## config.mk

```make
export PLATFORM = sky130hd
export DESIGN_NAME = dtq_cell
export DESIGN_NICKNAME = d
export VERILOG_FILES = /design/src/hdl/dtq_pkg.sv /design/src/hdl/dtq_cell.sv
export SDC_FILE = /design/constraint.sdc
export NUM_CORES = 1
export LEC_CHECK = 0
export ABC_AREA = 1
export BUFFER_PORTS_ARGS = -buffer_cell sky130_fd_sc_hd__buf_4
export CORE_UTILIZATION = 45
export DETAILED_ROUTE_END_ITERATION = 8
export GPL_TIMING_DRIVEN = 1
export PLACE_DENSITY = 0.78
export SLEW_MARGIN = 20
export SYNTH_ARGS = -nofsm -noshare
export SYNTH_HDL_FRONTEND = slang
export SYNTH_SLANG_ARGS = --single-unit
```

## constraint.sdc

```tcl
create_clock -name clk -period 2.1 [get_ports clk]
set_input_delay 0.525 -clock clk [delete_from_list [all_inputs] [get_ports clk]]
set_output_delay 0.525 -clock clk [all_outputs]
set_load 0.005 [all_outputs]
```

## src/hdl/dtq_pkg.sv

```systemverilog
// package for the deadline task queue: sizes, codes and shared types
// used by dtq_cell and deadline_task_queue_core; no dependencies
`timescale 1ns / 1ps
`default_nettype none

package dtq_pkg;

    // store size and derived widths
    localparam int DEPTH    = 16;
    localparam int IDX_W    = $clog2(DEPTH);
    localparam int CNT_W    = $clog2(DEPTH + 1);

    // fixed field widths
    localparam int TIME_W   = 64;
    localparam int ORDER_W  = 64;
    localparam int HANDLE_W = 16;
    localparam int KIND_W   = 2;
    localparam int OCNT_W   = 5;

    // command codes
    localparam logic CMD_POST = 1'b0;
    localparam logic CMD_POLL = 1'b1;

    // result kinds
    localparam logic [KIND_W-1:0] RK_ACK     = 2'd0;
    localparam logic [KIND_W-1:0] RK_POP     = 2'd1;
    localparam logic [KIND_W-1:0] RK_SUMMARY = 2'd2;

    // post status
    localparam logic ST_OK   = 1'b0;
    localparam logic ST_FULL = 1'b1;

    // controller states
    typedef enum logic [1:0] {
        S_IDLE,
        S_SCAN,
        S_DECIDE
    } state_t;

    // one stored task
    typedef struct packed {
        logic [TIME_W-1:0]   deadline;
        logic [ORDER_W-1:0]  order;
        logic [HANDLE_W-1:0] handle;
        logic                kind;
    } entry_t;

    // best entry seen so far, handed down the cell row
    typedef struct packed {
        logic              found;
        logic [IDX_W-1:0]  idx;
        entry_t            ent;
    } cand_t;

endpackage

`default_nettype wire

```

## src/hdl/dtq_cell.sv

```systemverilog
// one queue slot: holds a task and merges it into the passing best-candidate word
// depends on dtq_pkg
`timescale 1ns / 1ps
`default_nettype none

module dtq_cell
    import dtq_pkg::*;
(
    input  wire logic             clk,
    input  wire logic             rst_n,
    input  wire logic [IDX_W-1:0] cell_idx,
    input  wire logic             wr_en,
    input  wire logic             clr_en,
    input  wire entry_t           wr_data,
    input  wire cand_t            cand_in,
    output logic                  valid,
    output cand_t                 cand_out
);

    logic   valid_reg;
    entry_t ent_reg;
    cand_t  cand_reg;
    cand_t  cand_next;
    logic   take_own;

    // slot occupancy
    always_ff @(posedge clk or negedge rst_n)
    begin
        if (!rst_n)
        begin
            valid_reg <= 1'b0;
        end
        else if (wr_en)
        begin
            valid_reg <= 1'b1;
        end
        else if (clr_en)
        begin
            valid_reg <= 1'b0;
        end
    end

    // slot payload
    always_ff @(posedge clk)
    begin
        if (wr_en)
        begin
            ent_reg <= wr_data;
        end
    end

    // earlier target wins, equal targets go by lower order number
    always_comb
    begin
        take_own = valid_reg &&
                   (!cand_in.found ||
                    (ent_reg.deadline < cand_in.ent.deadline) ||
                    ((ent_reg.deadline == cand_in.ent.deadline) &&
                     (ent_reg.order < cand_in.ent.order)));
        cand_next = cand_in;
        if (take_own)
        begin
            cand_next.found = 1'b1;
            cand_next.idx   = cell_idx;
            cand_next.ent   = ent_reg;
        end
    end

    // hand-off register to the next cell
    always_ff @(posedge clk or negedge rst_n)
    begin
        if (!rst_n)
        begin
            cand_reg <= '0;
        end
        else
        begin
            cand_reg <= cand_next;
        end
    end

    assign valid    = valid_reg;
    assign cand_out = cand_reg;

endmodule

`default_nettype wire

```

After elaboration in Yosys (flattened, before gate mapping)
Index checks and enable logic that the tools add are counted.
{ "classes": {"order_cmp": 2, "n_eq_ne": 1, "n_mux": 3, "n_reduce_logical": 6} }
{ "ops": {"columns": ["operator", "count"], "rows": [
  ["150-bit two-way mux", 1],
  ["64-bit < comparator", 2],
  ["64-bit == test", 1],
  ["1-bit logical AND", 2],
  ["1-bit logical OR", 2],
  ["1-bit two-way mux", 2],
  ["2-bit nonzero test", 1],
  ["1-bit zero test", 1]
]} }
{ "totals": {"regBits": 296, "inputBits": 303, "out_inout_bits": 151, "elab_cells": 23} }

Longest topological paths before layout
{ "logic_depth": {"depth_word": 5, "depth_mapped": 21, "mapped_depth_nobuf": 19} }

Least setup slack after synthesis
Ideal clock, no wire load.
{ "synth_path": {"kind": "input port to flip-flop", "start": "input cand_in[112] (netlist bit)", "end": "register cand_reg (netlist bit cand_out[139])", "arrival_time_ps": 2100, "required_time_ps": 1983, "setup_slack_ps": -116, "cell_stages": 16, "cell_sequence": "inv_1 ha_1 nand2_1 nor2_1 and2_1 nand3_1 nor2_1 nand4_1 nor2_1 nand2_1 nand2_2 nand2_2 buf_4 buf_6 nand2_1 nand2_1"} }
{ "synth_rtl": {"columns": ["item", "line", "rtl"], "rows": [
  ["start: declaration", "dtq_cell.sv:15", "input wire cand_t cand_in,"],
  ["end signal: assignment", "dtq_cell.sv:78", "cand_reg <= cand_next;"],
  ["end: declaration", "dtq_cell.sv:22", "cand_t cand_reg;"]
]} }

==> flow_summary.ini <==
[run_status]
status = finished, violations left
violations = setup timing

[critical_path]
worstSetupEndpointType = flop
cp.arrival_ns = 2.99
r2r-end = cand_out[140]
critPathMaxFanout = 11
crit_type = flop to flop
cp-start-kind = flop
crit_required_ns = 2.55
reg2regPathDepth = 13
worstReg2RegStart = ent_reg[141]
rrSetupSlack_ns = -0.43

[die]
die_x_um = 176
die_h_um = 176
io_pins = 454
core_mm2 = 0.0298
num_rows = 63
dieArea_mm2 = 0.0311
initial_core_util_pct = 45.9

[yosys]
synthXorXnorAreaFrac_pct = 0
synth_top_area_cell = edfxtp_1
synth-simple-area-share_pct = 19.3
syn_inst = 1338
yosysWarningCount = 0
avgSynthCellArea_um2 = 10.2
synth_flop_cell = dfrtp_1
yosysUniqueCellTypes = 25
netlist.area_leader.share_pct = 31.8
synth-compound-area-share_pct = 3.09
yosys-top-cells-area = edfxtp_1 (32%), dfrtp_1 (28%), ha_1 (12%)
synth_mux_area_share_pct = 0
yosysSeqAreaShare_pct = 59.5
yosys-top-cells-count = nand2_1 (414), nand3_1 (165), dfrtp_1 (151)
synth_edf_count = 145
async_flop_share_pct = 51.0
synth_area_mm2 = 0.0137
synth_adder_area_share_pct = 11.6
synth.most_common_cell = nand2_1
synth_seq_cells = 296
synth_top_family_by_area = simple AND/OR/NAND/NOR gates
syn_nets = 1768

[global_routing]
antenna_found_initial = 1
overflow = 0
grt_use_total_pct = 27.2
grt_first_pass_wirelength_um = 64100
first_global_vias = 12000
grt_max_degree = 61

[sta]
drv_slew = 0
setup_ws_ns = -0.435
post-route-period-util_pct = 121
relSlewSlack_pct = 64.4
rsz0062_at_grt = true
setup-violations-final = 149
fin_crit_ns = 2.53
final_hold_viol_count = 0
tightest_slew_ns = 0.534
fin_skew_ns = 0.0238
hold_ws_ns = 0.132
fmax_mhz = 394
setup-tns-final_ns = -58.66

[finish]
largest_reg_flops = 150
area_growth_pct = 49.8
drive_gt1_share_pct = 40.3
final_cell_area_mm2 = 0.0205
diodes = 0
instances_no_fill = 2303
post-route-util_pct = 68.8
finalNetCount = 2319

[cts]
h-tree-depth = 1
clockRootBuffer = clkbuf_16
ctsLongestPathBuffers = 3
clock_sinks = 296
worstSkewPairLatency_ns = 0.57
cts_tree = done
numCtsBuffers = 31
path_clk_slew_ns = 0.07

[routing]
totalWireLength_um = 46600
viasPerCell = 5.24
dr.pass1.iters = 7
drtAntennaViolNets = 0
drc_errors = 0
wl_per_cell_um = 20.3
initialDrtViolationCount = 866
vias = 12100

[pwr]
fin_total_pwr_mw = 16.1
leakagePower_nw = 10.4
power_density_mw_per_mm2 = 784
ir_drop_mv = 0.741

[job]
cap_violations = 0

[placement]
place_inst = 2200
place_area_mm2 = 0.0181
gp_congestion = 0.885
pre_cts_ws_ns = -0.722
place_hpwl_um = 30100
io_buffers = 453

[min_path]
holdPathEnd = ent_reg[28]
hp-class = primary input to flop
hp-start = wr_data[28]
whs_path_depth = 1
cell type report:
cell class                 count  area, µm²
clock inverter                11       81.3
clock buffer                  46        872
timing repair buffer         563       4900
fill                        2127       9310
tap                          390        488
sequential                   296       8140
multi-input combinational    848       5430
inverter                     149        577
metal layers:
metal | vias up | GRT usage, % | part of all wire (%)
met2 | 606 | 47.2 | 50
li1 | 5533 | - | -
met5 | - | 0 | 0
met3 | 146 | 6.40 | 8.8
met1 | 5781 | 31.2 | 36
met4 | 0 | 14.2 | 5.3
kinds of logic after synthesis:
group	Yosys count
and+or+nand+nor	636
adders and majority gates	127
AOI/OAI and AO/OA	81
buffers and inverters	198
DFF	296
critical path, stage by stage, from the launching register on:
cell	delay, ns
edfxtp_1	0.45
ha_1	0.33
nand4_1	0.17
buf_4	0.18
a21oi_1	0.10
nor2_1	0.06
nand2_1	0.12
a21oi_2	0.07
a21oi_4	0.26
nand2_4	0.15
buf_4	0.19
clkbuf_16	0.18
nand3_1	0.08
nand2_1	0.06
power by group:
group          switching [mW]  internal [mW]  leakage, nW
logic                    1.82           1.93         6.75
registers               0.310           6.76         3.22
clock network            2.26           2.98        0.469
total                    4.40           11.7         10.4
cells in the final DEF (no fill, tap or decap), types with 2 or more instances in the layout:
cell	count
a21o_1	2
a21oi_1	55
a21oi_2	3
buf_12	12
buf_16	11
buf_4	512
buf_6	10
buf_8	4
clkbuf_1	11
clkbuf_16	43
clkbuf_8	4
clkinv_1	2
clkinv_2	6
dfrtp_1	150
edfxtp_1	145
ha_1	112
ha_4	15
inv_1	133
inv_2	11
inv_4	5
nand2_1	311
nand2_2	78
nand2_4	28
nand2_8	3
nand3_1	157
nand3_2	7
nand4_1	8
nor2_1	34
nor2_2	3
nor3_2	4
o21a_1	3
o21ai_0	13
o21ai_1	2
repair_timing:
item,CTS,global route
setup endpoints to repair,149,149
pin swaps,3,24
hold endpoints to repair,41,0
gates cloned,11,19
gates resized for setup,51,137
buffers inserted,7,8
hold buffers,1,0
how the worst max path moves through the flow:
stage                               end  slack, ns         start  cells after the start
after global placement     cand_out[41]      -0.63  cand_in[135]                     14
final                     cand_out[140]      -0.43  ent_reg[141]                     13
after detailed placement    cand_out[8]      -0.72  cand_in[132]                     14
after global routing      cand_out[113]      -0.58  ent_reg[144]                     13
after CTS                  cand_out[65]      -0.38  ent_reg[135]                     13
after floorplan            cand_out[81]      -0.08  cand_in[123]                     15
Note: power is estimated with default switching activity, not from simulation.
